File: config.mk
export PLATFORM = sky130hd
export DESIGN_NAME = linear_overlay_peer_step
export DESIGN_NICKNAME = d
export VERILOG_FILES = /design/src/rtl/lops_pkg.sv /design/src/rtl/lops_queue.sv /design/src/rtl/lops_csr.sv /design/src/rtl/lops_front.sv /design/src/rtl/lops_back.sv /design/src/rtl/linear_overlay_peer_step.sv
export SDC_FILE = /design/constraint.sdc
export NUM_CORES = 2
export LEC_CHECK = 0
export ABC_AREA = 1
export BUFFER_PORTS_ARGS = -buffer_cell sky130_fd_sc_hd__buf_2
export CORE_UTILIZATION = 54
export CTS_CLUSTER_DIAMETER = 50
export DETAILED_ROUTE_END_ITERATION = 10
export GPL_TIMING_DRIVEN = 0
export HOLD_SLACK_MARGIN = 0.15
export PLACE_DENSITY = 0.77
export SYNTH_ARGS = -nofsm -noshare
export SYNTH_HDL_FRONTEND = slang
export SYNTH_SLANG_ARGS = --single-unit
File: constraint.sdc
create_clock -name clock -period 10 [get_ports clock]
set_clock_uncertainty 0.2 [all_clocks]
set_input_delay 0.5 -clock clock [delete_from_list [all_inputs] [get_ports clock]]
set_output_delay 0.5 -clock clock [all_outputs]
set_load 0.1 [all_outputs]
File: src/rtl/lops_pkg.sv
// Shared types and constants for the linear overlay peer step block.
// Used by every module under rtl but lops_queue; depends on nothing else.
package lops_pkg;

   // Default widths of node ids and round numbers.
   localparam int ID_WIDTH_DEFAULT = 16;
   localparam int ROUND_WIDTH_DEFAULT = 32;

   // Fixed widths of statistics and configuration words.
   localparam int CFG_ID_WIDTH = 16;
   localparam int SEQ_WIDTH = 32;
   localparam int COUNT_WIDTH = 32;
   localparam int LAT_WIDTH = 64;

   // Depth of the command queue and of the result queue.
   localparam int QUEUE_DEPTH_DEFAULT = 2;

   // Register port geometry.
   localparam int APB_DATA_WIDTH = 32;
   localparam int APB_ADDR_WIDTH = 4;

   // Register reset values.
   localparam logic [CFG_ID_WIDTH-1:0] OWN_ID_RESET = 16'd1;
   localparam logic [CFG_ID_WIDTH-1:0] INITIAL_LEFT_RESET = 16'd0;
   localparam logic [CFG_ID_WIDTH-1:0] INITIAL_RIGHT_RESET = 16'd0;
   localparam logic LEAVING_MODE_RESET = 1'b0;

   // Message actions, shared by received and sent words.
   typedef enum logic [2:0] {
      OP_ROUTE = 3'd0,
      OP_JOIN  = 3'd1,
      OP_LEAVE = 3'd2,
      OP_SUA   = 3'd3,
      OP_SUB   = 3'd4,
      OP_TDA   = 3'd5,
      OP_TDB   = 3'd6,
      OP_FTD   = 3'd7
   } op_type;

   // Kind of the splice this node has started.
   typedef enum logic [1:0] {
      KIND_NONE  = 2'd0,
      KIND_JOIN  = 2'd1,
      KIND_LEAVE = 2'd2
   } kind_type;

   // Register indexes (byte address divided by four).
   typedef enum logic [1:0] {
      CSR_OWN_ID        = 2'd0,
      CSR_INITIAL_LEFT  = 2'd1,
      CSR_INITIAL_RIGHT = 2'd2,
      CSR_LEAVING_MODE  = 2'd3
   } csr_index_type;

   // Configuration seen by the datapath.
   typedef struct packed {
      logic [CFG_ID_WIDTH-1:0] own_id;
      logic                    leaving_mode;
   } csr_cfg_type;

   // Classification of a word, made by the front part.
   typedef struct packed {
      op_type opcode;
      logic   req_eq_me;
      logic   req_lt_me;
      logic   me_lt_req;
      logic   leaving;
   } cmd_flags_type;

   // Control part of a result word.
   typedef struct packed {
      logic   send_valid;
      op_type send_opcode;
      logic   dropped;
      logic   satisfied;
   } rsp_flags_type;

endpackage

File: src/rtl/lops_queue.sv
// Small first-in first-out queue of flat words.
// Used for the command queue and the result queue; depends on nothing else.
module lops_queue #(
   parameter int WIDTH = 8,
   parameter int DEPTH = 2
) (
   input  logic             clock,
   input  logic             reset,
   input  logic             push,
   input  logic [WIDTH-1:0] push_data,
   output logic             full,
   input  logic             pop,
   output logic [WIDTH-1:0] pop_data,
   output logic             empty
);

   localparam int PTR_WIDTH = (DEPTH > 1) ? $clog2(DEPTH) : 1;
   localparam int CNT_WIDTH = $clog2(DEPTH + 1);

   logic [WIDTH-1:0]     mem [DEPTH];
   logic [PTR_WIDTH-1:0] wr_ptr_ff, wr_ptr_in;
   logic [PTR_WIDTH-1:0] rd_ptr_ff, rd_ptr_in;
   logic [CNT_WIDTH-1:0] count_ff, count_in;
   logic                 do_push, do_pop;

   assign full     = (count_ff == CNT_WIDTH'(DEPTH));
   assign empty    = (count_ff == '0);
   assign do_push  = push && !full;
   assign do_pop   = pop && !empty;
   assign pop_data = mem[rd_ptr_ff];

   // Pointer and fill count updates.
   always_comb begin
      wr_ptr_in = wr_ptr_ff;
      rd_ptr_in = rd_ptr_ff;
      count_in  = count_ff;
      if (do_push) begin
         wr_ptr_in = (wr_ptr_ff == PTR_WIDTH'(DEPTH - 1)) ? '0 : wr_ptr_ff + 1'b1;
      end
      if (do_pop) begin
         rd_ptr_in = (rd_ptr_ff == PTR_WIDTH'(DEPTH - 1)) ? '0 : rd_ptr_ff + 1'b1;
      end
      if (do_push && !do_pop) begin
         count_in = count_ff + 1'b1;
      end else if (do_pop && !do_push) begin
         count_in = count_ff - 1'b1;
      end
   end

   always_ff @(posedge clock) begin
      if (reset) begin
         wr_ptr_ff <= '0;
         rd_ptr_ff <= '0;
         count_ff  <= '0;
      end else begin
         wr_ptr_ff <= wr_ptr_in;
         rd_ptr_ff <= rd_ptr_in;
         count_ff  <= count_in;
      end
   end

   // Storage needs no reset; the count guards it.
   always_ff @(posedge clock) begin
      if (do_push) begin
         mem[wr_ptr_ff] <= push_data;
      end
   end

endmodule

File: src/rtl/lops_csr.sv
// Configuration registers behind the APB-style port.
// Depends on lops_pkg for register indexes, reset values and the config struct.
module lops_csr (
   input  logic                                clock,
   input  logic                                reset,
   input  logic                                psel,
   input  logic                                penable,
   input  logic                                pwrite,
   input  logic [lops_pkg::APB_ADDR_WIDTH-1:0] paddr,
   input  logic [lops_pkg::APB_DATA_WIDTH-1:0] pwdata,
   output logic [lops_pkg::APB_DATA_WIDTH-1:0] prdata,
   output logic                                pready,
   output lops_pkg::csr_cfg_type               cfg
);

   logic [lops_pkg::CFG_ID_WIDTH-1:0] own_id_ff;
   logic [lops_pkg::CFG_ID_WIDTH-1:0] initial_left_ff;
   logic [lops_pkg::CFG_ID_WIDTH-1:0] initial_right_ff;
   logic                              leaving_mode_ff;
   logic                              write_en;
   lops_pkg::csr_index_type           index;

   assign pready   = 1'b1;
   assign write_en = psel && penable && pwrite;
   assign index    = lops_pkg::csr_index_type'(paddr[lops_pkg::APB_ADDR_WIDTH-1:2]);

   // Register writes in the access phase.
   always_ff @(posedge clock) begin
      if (reset) begin
         own_id_ff        <= lops_pkg::OWN_ID_RESET;
         initial_left_ff  <= lops_pkg::INITIAL_LEFT_RESET;
         initial_right_ff <= lops_pkg::INITIAL_RIGHT_RESET;
         leaving_mode_ff  <= lops_pkg::LEAVING_MODE_RESET;
      end else if (write_en) begin
         unique case (index)
            lops_pkg::CSR_OWN_ID: begin
               own_id_ff <= pwdata[lops_pkg::CFG_ID_WIDTH-1:0];
            end
            lops_pkg::CSR_INITIAL_LEFT: begin
               initial_left_ff <= pwdata[lops_pkg::CFG_ID_WIDTH-1:0];
            end
            lops_pkg::CSR_INITIAL_RIGHT: begin
               initial_right_ff <= pwdata[lops_pkg::CFG_ID_WIDTH-1:0];
            end
            lops_pkg::CSR_LEAVING_MODE: begin
               leaving_mode_ff <= pwdata[0];
            end
         endcase
      end
   end

   // Read mux.
   always_comb begin
      unique case (index)
         lops_pkg::CSR_OWN_ID:        prdata = lops_pkg::APB_DATA_WIDTH'(own_id_ff);
         lops_pkg::CSR_INITIAL_LEFT:  prdata = lops_pkg::APB_DATA_WIDTH'(initial_left_ff);
         lops_pkg::CSR_INITIAL_RIGHT: prdata = lops_pkg::APB_DATA_WIDTH'(initial_right_ff);
         lops_pkg::CSR_LEAVING_MODE:  prdata = lops_pkg::APB_DATA_WIDTH'(leaving_mode_ff);
      endcase
   end

   assign cfg.own_id       = own_id_ff;
   assign cfg.leaving_mode = leaving_mode_ff;

endmodule

File: src/rtl/lops_front.sv
// Front part: accepts input words, classifies them against this node's id,
// works out the latency and queues them. Depends on lops_pkg and lops_queue.
module lops_front #(
   parameter int ID_WIDTH    = lops_pkg::ID_WIDTH_DEFAULT,
   parameter int ROUND_WIDTH = lops_pkg::ROUND_WIDTH_DEFAULT,
   parameter int QUEUE_DEPTH = lops_pkg::QUEUE_DEPTH_DEFAULT
) (
   input  logic                    clock,
   input  logic                    reset,
   input  logic                    push,
   output logic                    full,
   input  logic [2:0]              req_opcode,
   input  logic [ID_WIDTH-1:0]     req_source_id,
   input  logic [ID_WIDTH-1:0]     req_req_id,
   input  logic [ID_WIDTH-1:0]     req_right_hint,
   input  logic [ROUND_WIDTH-1:0]  req_round_submitted,
   input  logic [ROUND_WIDTH-1:0]  req_current_round,
   input  lops_pkg::csr_cfg_type   cfg,
   input  logic                    cmd_pop,
   output logic                    cmd_empty,
   output lops_pkg::cmd_flags_type cmd_flags,
   output logic [ID_WIDTH-1:0]     cmd_src,
   output logic [ID_WIDTH-1:0]     cmd_req,
   output logic [ID_WIDTH-1:0]     cmd_hint,
   output logic [ROUND_WIDTH-1:0]  cmd_round,
   output logic [ROUND_WIDTH-1:0]  cmd_lat
);

   localparam int CMD_WIDTH = $bits(lops_pkg::cmd_flags_type) + 3 * ID_WIDTH
                              + 2 * ROUND_WIDTH;

   logic [ID_WIDTH-1:0]     me;
   lops_pkg::cmd_flags_type flags;
   logic [ROUND_WIDTH-1:0]  lat;
   logic [CMD_WIDTH-1:0]    push_word;
   logic [CMD_WIDTH-1:0]    pop_word;

   // Classify the word against this node's own id.
   always_comb begin
      me              = ID_WIDTH'(cfg.own_id);
      flags.opcode    = lops_pkg::op_type'(req_opcode);
      flags.req_eq_me = (req_req_id == me);
      flags.req_lt_me = (req_req_id < me);
      flags.me_lt_req = (me < req_req_id);
      flags.leaving   = cfg.leaving_mode;
   end

   // Latency in rounds, floored at zero.
   always_comb begin
      if (req_current_round > req_round_submitted) begin
         lat = req_current_round - req_round_submitted - 1'b1;
      end else begin
         lat = '0;
      end
   end

   assign push_word = {flags, req_source_id, req_req_id, req_right_hint,
                       req_round_submitted, lat};

   lops_queue #(
      .WIDTH (CMD_WIDTH),
      .DEPTH (QUEUE_DEPTH)
   ) u_cmd_queue (
      .clock     (clock),
      .reset     (reset),
      .push      (push),
      .push_data (push_word),
      .full      (full),
      .pop       (cmd_pop),
      .pop_data  (pop_word),
      .empty     (cmd_empty)
   );

   assign {cmd_flags, cmd_src, cmd_req, cmd_hint, cmd_round, cmd_lat} = pop_word;

endmodule

File: src/rtl/lops_back.sv
// Back part: carries out queued words against the neighbor state and the
// statistics, and queues one result word each. Depends on lops_pkg and lops_queue.
module lops_back #(
   parameter int ID_WIDTH    = lops_pkg::ID_WIDTH_DEFAULT,
   parameter int ROUND_WIDTH = lops_pkg::ROUND_WIDTH_DEFAULT,
   parameter int QUEUE_DEPTH = lops_pkg::QUEUE_DEPTH_DEFAULT
) (
   input  logic                                 clock,
   input  logic                                 reset,
   input  logic                                 cmd_empty,
   output logic                                 cmd_pop,
   input  lops_pkg::cmd_flags_type              cmd_flags,
   input  logic [ID_WIDTH-1:0]                  cmd_src,
   input  logic [ID_WIDTH-1:0]                  cmd_req,
   input  logic [ID_WIDTH-1:0]                  cmd_hint,
   input  logic [ROUND_WIDTH-1:0]               cmd_round,
   input  logic [ROUND_WIDTH-1:0]               cmd_lat,
   output logic                                 empty,
   input  logic                                 pop,
   output logic                                 rsp_send_valid,
   output logic [ID_WIDTH-1:0]                  rsp_send_dest,
   output logic [2:0]                           rsp_send_opcode,
   output logic [ID_WIDTH-1:0]                  rsp_send_req_id,
   output logic [ID_WIDTH-1:0]                  rsp_send_right_hint,
   output logic [ROUND_WIDTH-1:0]               rsp_send_round,
   output logic [lops_pkg::SEQ_WIDTH-1:0]       rsp_packet_seq,
   output logic                                 rsp_dropped,
   output logic                                 rsp_satisfied,
   output logic [lops_pkg::COUNT_WIDTH-1:0]     rsp_total_satisfied,
   output logic [lops_pkg::LAT_WIDTH-1:0]       rsp_total_latency
);

   localparam int RSP_WIDTH = $bits(lops_pkg::rsp_flags_type) + 3 * ID_WIDTH
                              + ROUND_WIDTH + lops_pkg::SEQ_WIDTH
                              + lops_pkg::COUNT_WIDTH + lops_pkg::LAT_WIDTH;
   localparam logic [ID_WIDTH-1:0] END_ID = '1;

   // Neighbor state and statistics.
   logic [ID_WIDTH-1:0]              left_ff, left_in;
   logic [ID_WIDTH-1:0]              right_ff, right_in;
   logic                             busy_ff, busy_in;
   lops_pkg::kind_type               kind_ff, kind_in;
   logic [lops_pkg::SEQ_WIDTH-1:0]   counter_ff, counter_in;
   logic [lops_pkg::COUNT_WIDTH-1:0] sat_ff, sat_in;
   logic [lops_pkg::LAT_WIDTH-1:0]   lat_ff, lat_in;

   logic                   fire;
   logic                   rsp_full;
   logic                   attempt;
   logic                   done;
   logic                   send_ok;
   logic [ID_WIDTH-1:0]    dest;
   lops_pkg::op_type       sop;
   logic [ID_WIDTH-1:0]    sreq;
   logic [ID_WIDTH-1:0]    shint;
   logic [ID_WIDTH-1:0]    route_dest;
   logic                   req_lt_right;
   lops_pkg::rsp_flags_type rsp_flags_in;
   lops_pkg::rsp_flags_type rsp_flags_out;
   logic [RSP_WIDTH-1:0]   push_word;
   logic [RSP_WIDTH-1:0]   pop_word;
   logic [ID_WIDTH-1:0]    out_dest;
   logic [ID_WIDTH-1:0]    out_req;
   logic [ID_WIDTH-1:0]    out_hint;
   logic [ROUND_WIDTH-1:0] out_round;
   logic [lops_pkg::SEQ_WIDTH-1:0] out_seq;

   assign fire    = !cmd_empty && !rsp_full;
   assign cmd_pop = fire;

   assign req_lt_right = (cmd_req < right_ff);
   assign route_dest   = cmd_flags.req_lt_me ? left_ff : right_ff;

   // Protocol action for the word at the head of the command queue.
   always_comb begin
      attempt  = 1'b0;
      done     = 1'b0;
      dest     = '0;
      sop      = cmd_flags.opcode;
      sreq     = cmd_req;
      shint    = cmd_hint;
      left_in  = left_ff;
      right_in = right_ff;
      busy_in  = busy_ff;
      kind_in  = kind_ff;
      unique case (cmd_flags.opcode)
         lops_pkg::OP_ROUTE: begin
            if (cmd_flags.req_eq_me || (cmd_flags.me_lt_req && req_lt_right)) begin
               done = 1'b1;
            end else begin
               attempt = 1'b1;
               dest    = route_dest;
            end
         end
         lops_pkg::OP_JOIN: begin
            attempt = 1'b1;
            if (cmd_flags.me_lt_req && req_lt_right && !cmd_flags.leaving
                && !busy_ff) begin
               sop     = lops_pkg::OP_SUA;
               sreq    = right_ff;
               dest    = cmd_req;
               kind_in = lops_pkg::KIND_JOIN;
               busy_in = 1'b1;
            end else begin
               dest = route_dest;
            end
         end
         lops_pkg::OP_LEAVE: begin
            attempt = 1'b1;
            if ((cmd_req == right_ff) && !cmd_flags.leaving && !busy_ff) begin
               sop     = lops_pkg::OP_SUA;
               sreq    = '0;
               dest    = cmd_hint;
               kind_in = lops_pkg::KIND_LEAVE;
               busy_in = 1'b1;
            end else if (cmd_flags.req_eq_me) begin
               shint = right_ff;
               dest  = left_ff;
            end else begin
               dest = route_dest;
            end
         end
         lops_pkg::OP_SUA: begin
            attempt = 1'b1;
            left_in = cmd_src;
            if (cmd_req != '0) begin
               right_in = cmd_req;
               sreq     = '0;
               dest     = cmd_req;
            end else begin
               sop  = lops_pkg::OP_SUB;
               dest = cmd_src;
            end
         end
         lops_pkg::OP_SUB: begin
            attempt = 1'b1;
            if (cmd_src != right_ff) begin
               sop      = lops_pkg::OP_TDA;
               dest     = right_ff;
               right_in = cmd_src;
            end else begin
               dest = left_ff;
            end
         end
         lops_pkg::OP_TDA: begin
            attempt = 1'b1;
            if (cmd_src != left_ff) begin
               sop  = lops_pkg::OP_TDB;
               dest = cmd_src;
            end else begin
               dest = right_ff;
            end
         end
         lops_pkg::OP_TDB: begin
            attempt = 1'b1;
            if (cmd_src != right_ff) begin
               sop     = lops_pkg::OP_FTD;
               dest    = (kind_ff == lops_pkg::KIND_LEAVE) ? cmd_src : right_ff;
               kind_in = lops_pkg::KIND_NONE;
               busy_in = 1'b0;
            end else begin
               dest = left_ff;
            end
         end
         lops_pkg::OP_FTD: begin
            if (cmd_flags.leaving) begin
               right_in = '0;
               left_in  = '0;
            end else begin
               busy_in = 1'b0;
            end
            done = 1'b1;
         end
      endcase
   end

   // Drop sends to the empty id or the end sentinel; count the rest.
   always_comb begin
      send_ok    = attempt && (dest != '0) && (dest != END_ID);
      counter_in = counter_ff + lops_pkg::SEQ_WIDTH'(send_ok);
      sat_in     = sat_ff + lops_pkg::COUNT_WIDTH'(done);
      lat_in     = done ? lat_ff + lops_pkg::LAT_WIDTH'(cmd_lat) : lat_ff;
      out_dest   = send_ok ? dest : '0;
      out_req    = send_ok ? sreq : '0;
      out_hint   = send_ok ? shint : '0;
      out_round  = send_ok ? cmd_round : '0;
      out_seq    = send_ok ? counter_ff : '0;
      rsp_flags_in.send_valid  = send_ok;
      rsp_flags_in.send_opcode = send_ok ? sop : lops_pkg::OP_ROUTE;
      rsp_flags_in.dropped     = attempt && !send_ok;
      rsp_flags_in.satisfied   = done;
   end

   // State registers advance only when a word is carried out.
   always_ff @(posedge clock) begin
      if (reset) begin
         left_ff    <= ID_WIDTH'(lops_pkg::INITIAL_LEFT_RESET);
         right_ff   <= ID_WIDTH'(lops_pkg::INITIAL_RIGHT_RESET);
         busy_ff    <= 1'b0;
         kind_ff    <= lops_pkg::KIND_NONE;
         counter_ff <= '0;
         sat_ff     <= '0;
         lat_ff     <= '0;
      end else if (fire) begin
         left_ff    <= left_in;
         right_ff   <= right_in;
         busy_ff    <= busy_in;
         kind_ff    <= kind_in;
         counter_ff <= counter_in;
         sat_ff     <= sat_in;
         lat_ff     <= lat_in;
      end
   end

   assign push_word = {rsp_flags_in, out_dest, out_req, out_hint, out_round,
                       out_seq, sat_in, lat_in};

   lops_queue #(
      .WIDTH (RSP_WIDTH),
      .DEPTH (QUEUE_DEPTH)
   ) u_rsp_queue (
      .clock     (clock),
      .reset     (reset),
      .push      (fire),
      .push_data (push_word),
      .full      (rsp_full),
      .pop       (pop),
      .pop_data  (pop_word),
      .empty     (empty)
   );

   assign {rsp_flags_out, rsp_send_dest, rsp_send_req_id, rsp_send_right_hint,
           rsp_send_round, rsp_packet_seq, rsp_total_satisfied,
           rsp_total_latency} = pop_word;
   assign rsp_send_valid  = rsp_flags_out.send_valid;
   assign rsp_send_opcode = rsp_flags_out.send_opcode;
   assign rsp_dropped     = rsp_flags_out.dropped;
   assign rsp_satisfied   = rsp_flags_out.satisfied;

endmodule

File: src/rtl/linear_overlay_peer_step.sv
// Linear overlay peer step: top level joining registers, front and back parts.
// A pushed word waits in the command queue; the back part carries it out and queues its result word.
// Throughput: one word per cycle while the command queue holds a word and the result queue has room.
// The command and result queues, QUEUE_DEPTH words each (two by default), let either side stall alone.
// Reset is synchronous and active high: queues empty, neighbors 0, own_id 1.
// Depends on lops_pkg, lops_csr, lops_front, lops_back and lops_queue.
module linear_overlay_peer_step #(
   parameter int ID_WIDTH    = lops_pkg::ID_WIDTH_DEFAULT,
   parameter int ROUND_WIDTH = lops_pkg::ROUND_WIDTH_DEFAULT,
   parameter int QUEUE_DEPTH = lops_pkg::QUEUE_DEPTH_DEFAULT
) (
   input  logic                                clock,
   input  logic                                reset,
   // Configuration port.
   input  logic                                psel,
   input  logic                                penable,
   input  logic                                pwrite,
   input  logic [lops_pkg::APB_ADDR_WIDTH-1:0] paddr,
   input  logic [lops_pkg::APB_DATA_WIDTH-1:0] pwdata,
   output logic [lops_pkg::APB_DATA_WIDTH-1:0] prdata,
   output logic                                pready,
   // Input words.
   input  logic                                push,
   output logic                                full,
   input  logic [2:0]                          req_opcode,
   input  logic [ID_WIDTH-1:0]                 req_source_id,
   input  logic [ID_WIDTH-1:0]                 req_req_id,
   input  logic [ID_WIDTH-1:0]                 req_right_hint,
   input  logic [ROUND_WIDTH-1:0]              req_round_submitted,
   input  logic [ROUND_WIDTH-1:0]              req_current_round,
   // Result words.
   output logic                                empty,
   input  logic                                pop,
   output logic                                rsp_send_valid,
   output logic [ID_WIDTH-1:0]                 rsp_send_dest,
   output logic [2:0]                          rsp_send_opcode,
   output logic [ID_WIDTH-1:0]                 rsp_send_req_id,
   output logic [ID_WIDTH-1:0]                 rsp_send_right_hint,
   output logic [ROUND_WIDTH-1:0]              rsp_send_round,
   output logic [lops_pkg::SEQ_WIDTH-1:0]      rsp_packet_seq,
   output logic                                rsp_dropped,
   output logic                                rsp_satisfied,
   output logic [lops_pkg::COUNT_WIDTH-1:0]    rsp_total_satisfied,
   output logic [lops_pkg::LAT_WIDTH-1:0]      rsp_total_latency
);

   lops_pkg::csr_cfg_type   cfg;
   logic                    cmd_pop;
   logic                    cmd_empty;
   lops_pkg::cmd_flags_type cmd_flags;
   logic [ID_WIDTH-1:0]     cmd_src;
   logic [ID_WIDTH-1:0]     cmd_req;
   logic [ID_WIDTH-1:0]     cmd_hint;
   logic [ROUND_WIDTH-1:0]  cmd_round;
   logic [ROUND_WIDTH-1:0]  cmd_lat;

   lops_csr u_csr (
      .clock   (clock),
      .reset   (reset),
      .psel    (psel),
      .penable (penable),
      .pwrite  (pwrite),
      .paddr   (paddr),
      .pwdata  (pwdata),
      .prdata  (prdata),
      .pready  (pready),
      .cfg     (cfg)
   );

   lops_front #(
      .ID_WIDTH    (ID_WIDTH),
      .ROUND_WIDTH (ROUND_WIDTH),
      .QUEUE_DEPTH (QUEUE_DEPTH)
   ) u_front (
      .clock               (clock),
      .reset               (reset),
      .push                (push),
      .full                (full),
      .req_opcode          (req_opcode),
      .req_source_id       (req_source_id),
      .req_req_id          (req_req_id),
      .req_right_hint      (req_right_hint),
      .req_round_submitted (req_round_submitted),
      .req_current_round   (req_current_round),
      .cfg                 (cfg),
      .cmd_pop             (cmd_pop),
      .cmd_empty           (cmd_empty),
      .cmd_flags           (cmd_flags),
      .cmd_src             (cmd_src),
      .cmd_req             (cmd_req),
      .cmd_hint            (cmd_hint),
      .cmd_round           (cmd_round),
      .cmd_lat             (cmd_lat)
   );

   lops_back #(
      .ID_WIDTH    (ID_WIDTH),
      .ROUND_WIDTH (ROUND_WIDTH),
      .QUEUE_DEPTH (QUEUE_DEPTH)
   ) u_back (
      .clock               (clock),
      .reset               (reset),
      .cmd_empty           (cmd_empty),
      .cmd_pop             (cmd_pop),
      .cmd_flags           (cmd_flags),
      .cmd_src             (cmd_src),
      .cmd_req             (cmd_req),
      .cmd_hint            (cmd_hint),
      .cmd_round           (cmd_round),
      .cmd_lat             (cmd_lat),
      .empty               (empty),
      .pop                 (pop),
      .rsp_send_valid      (rsp_send_valid),
      .rsp_send_dest       (rsp_send_dest),
      .rsp_send_opcode     (rsp_send_opcode),
      .rsp_send_req_id     (rsp_send_req_id),
      .rsp_send_right_hint (rsp_send_right_hint),
      .rsp_send_round      (rsp_send_round),
      .rsp_packet_seq      (rsp_packet_seq),
      .rsp_dropped         (rsp_dropped),
      .rsp_satisfied       (rsp_satisfied),
      .rsp_total_satisfied (rsp_total_satisfied),
      .rsp_total_latency   (rsp_total_latency)
   );

   // After reset both queues are empty: no result shown and room for a word.
   a_reset_clears_queues : assert property (@(posedge clock)
      reset |=> (empty && !full))
      else $error("queues not cleared by reset");

   // A word that is sent never goes to the empty id.
   a_sent_dest_nonzero : assert property (@(posedge clock) disable iff (reset)
      (!empty && rsp_send_valid) |-> (rsp_send_dest != '0))
      else $error("sent word addressed to the empty id");

   // A word that completes a request neither sends nor drops a message.
   a_satisfied_no_send : assert property (@(posedge clock) disable iff (reset)
      (!empty && rsp_satisfied) |-> (!rsp_send_valid && !rsp_dropped))
      else $error("completed request also sends or drops");

endmodule

==> metrics.md <==
| Metric | Value |
|---|---|
| Initial Util | `0.5487` |
| Synth-to-layout area growth | `18.60%` |
| Core area | `81070 um2` |
| Max-slew headroom | `0.04751` |
| Worst Path Max Fanout | `10` |
| First-pass GRT wire length | `between 200000 and 250000 um` |
| # port buffers | `about 370` |
| Synthesized cell area | `44490 um2` |
| Final setup margin | `2.511 ns` |
| RSZ-0062 raised after global routing | `no` |
| Vias per cell | `5.676` |
| Fillers | `6486` |
| Post-Place Cells | `roughly 6000` |
| RePlAce Congestion | `1.024` |
| FFs w/ async S/R, synth | `0` |
| Total GRT Usage | `0.3278` |
| Non-Filler Instances | `between 6000 and 7000` |
| Post-CTS Setup Bufs | `0` |
| Place WS | `2.783 ns` |
| # rows | `104` |
| Placed cell area | `slightly below 50000 um2` |
| TNS Setup | `0 ns` |
| Drt wl/cell | `between 20 and 25 um` |
| Initial antenna violation count | `11` |
| Seq cells post-synth | `888` |
| Reg2reg path depth | `40` |
| Pin count of the biggest net entering global routing | `34` |
| CTS Buf Count | `102` |
| Largest cells by area after synthesis | `edfxtp_1 (45%), dfxtp_1 (10%), nand2_1 (7.8%), mux2_2 (5.4%), nor2_1 (4.5%)` |
| Sequential fraction of the synthesis area | `0.5495` |
| Vias in the first global route | `approximately 35000` |
| Most frequent CP cell | `nand2_1` |
| Period minus WS final | `7.489 ns` |
| Worst Path Class, Setup | `flip-flop to flip-flop` |
| Endpoints failing setup | `0` |
| CTS tree | `built` |
| Number of flops mapped to enable cells by yosys | `666` |
| Required @ worst endpoint | `10.36 ns` |
| Worst slew pin tran | `roughly 1.4 ns` |
| Main synth FF type | `edfxtp_1` |
| Worst path depth | `40` |
| CTS sink cnt | `888` |
| Setup crit end kind | `flip-flop` |
| Min-delay worst type | `input pin to flip-flop` |
| CTS clk-pin slew, worst paths | `0.06 ns` |
| Die ar. | `83530 um2` |
| Via count | `36781` |
| Distinct cells, synth | `62` |
| Max Slew Vio Count | `0` |
| Most frequent cell after synthesis | `nand2_1` |
| Hpwl dp | `roughly 100000 um` |
| Die Y-Extent | `289.0 um` |
| Clock Latency Late Sink | `around 0.69 ns` |
| WP buf/inv | `10` |
| Avg Cell Area, Syn | `9.459 um2` |
| Slowest-stage cell, CP | `nor2_1` |
| Worst hold path depth | `3` |
| Fmax | `0.1335 GHz` |
| WP data arrival | `7.85 ns` |
| Status | `finished clean` |
| IO Pins | `407` |
| DR pass1 iterations | `8` |
| Initial DRC count | `just under 4000` |
| DRC | `0` |
| Root Buffer | `clkbuf_16` |
| Congestion Overflow GR | `0` |
| Detailed-route wire length | `138800 um` |
| Clock tree buffer depth | `3` |
| CTS H-tree lvls | `3` |
| Startpoint Class | `flip-flop` |
| Antenna Violating Nets Remaining | `0` |
| Synth Warn # | `0` |
| Area leader, netlist | `edfxtp_1` |
| Max-cap violations | `0` |
| Post-route cell area | `52760 um2` |
| Post-synth top area share | `0.4496` |
| Die width | `289.0 um` |
| Final worst-path cycle share | `0.7489` |
| Share of layout cells above drive strength 1 | `0.1762` |
| Hold_buf cts | `107` |
| Post-Synthesis Cells | `4703` |
| Nets | `5587` |
| Hold Vio Cnt, Final | `0` |
| Commonest cells in the netlist | `nand2_1 (926), edfxtp_1 (666), nor2_1 (532)` |
| CP top delay family | `simple AND/OR/NAND/NOR gates` |
| Crit-path max cell delay | `0.58 ns` |
| Post-CTS sizing | `0` |
## worst reg2reg max path: cells and delay by family, from the launching register on
kind / cells / cell delay [ns]
adder cells (fa/ha/maj): 2 / 0.58
AO/OA/AOI/OAI: 2 / 0.20
AND/OR/NAND/NOR: 26 / 4.01
flip-flops: 1 / 0.31
buffers and inverters: 10 / 2.09
## path summary, 6_finish.rpt
kind,from,to,slack [ns]
worst max register to register,flip-flop,u_back.counter_ff[29],2.51
worst min register to register,u_back.kind_ff[1],u_back.kind_ff[1],0.26
worst min-delay path,req_current_round[31],u_front.u_cmd_queue.mem[0][31],0.19
worst max-delay path,flip-flop,u_back.counter_ff[29],2.51
## metrics by stage
| stage | util | hold WS, ns |
|---|---|---|
| after CTS | 0.6506 | 0.1581 |
| after global routing | 0.6508 | 0.2041 |
| after global placement | 0.5888 | 0.2377 |
| final | 0.6508 | 0.1912 |
| after floorplan | - | 0.2258 |
| after detailed placement | 0.5952 | 0.2516 |
## per-layer routing
metal,up-vias,wire (um),GRT usage
li1,17199,-,-
met1,17435,56830,0.4385
met2,1806,63920,0.5283
met3,335,11720,0.05189
met4,6,6317,0.1442
met5,-,38,0
## layout make-up
type,count,area (um2),share of cell area
Sequential cell,888,24440,0.4633
Buffer,194,1021,0.01935
Inverter,517,1941,0.03678
Multi-Input combinational cell,3119,17170,0.3254
Tap cell,1060,1326,0.02514
Clock buffer,135,2790,0.05288
Antenna cell,6,15.01,0.0002846
Timing Repair Buffer,502,3423,0.06488
Clock inverter,59,634.4,0.01202
## registers in the layout, indices dropped and copies added (netlist names), named ones only
register and cells:
u_back.busy_ff 1, u_back.counter_ff 32, u_back.kind_ff 2, u_back.lat_ff 64
u_back.left_ff 16, u_back.right_ff 16, u_back.sat_ff 32, u_back.u_rsp_queue.count_ff 2
u_back.u_rsp_queue.mem 428, u_back.u_rsp_queue.rd_ptr_ff 1, u_back.u_rsp_queue.wr_ptr_ff 1, u_csr.initial_left_ff 16
u_csr.initial_right_ff 16, u_csr.leaving_mode_ff 1, u_csr.own_id_ff 16, u_front.u_cmd_queue.count_ff 2
u_front.u_cmd_queue.mem 238, u_front.u_cmd_queue.rd_ptr_ff 1, u_front.u_cmd_queue.wr_ptr_ff 1
## logic make-up (layout without fill, tap and decap cells)
logic type / count (synthesis) / in the layout / synth area share
adders and majority gates: 105 / 105 / 0.02987
DFF: 888 / 888 / 0.5495
buffers and inverters: 711 / 1407 / 0.06658
other: 2 / 23 / 0.0001688
AOI/OAI and AO/OA: 706 / 706 / 0.08595
muxes: 250 / 250 / 0.06227
xor gates and xnor gates: 93 / 93 / 0.01831
and+or+nand+nor: 1948 / 1948 / 0.1874
## cells in the final DEF (no fill, tap or decap), types with 26 or more instances in the layout
cell and count:
nor3_1 46, dlygate4sd3_1 107, mux2_2 214, nor2_2 31, a21oi_1 263, edfxtp_1 666, dfxtp_1 222, nand2_2 28
inv_1 507, ha_1 103, mux2i_1 36, buf_4 29, nor2_1 528, buf_2 392, o21ai_0 324, buf_12 26
xor2_1 71, clkbuf_1 144, clkbuf_16 104, nand2_1 926, nand4_1 82, a211oi_1 28, nand3_1 225, nor4_1 27
Power is left out: the tool's default activity adds up to more than one toggle a clock period on the data nets, which glitch-free logic cannot reach.
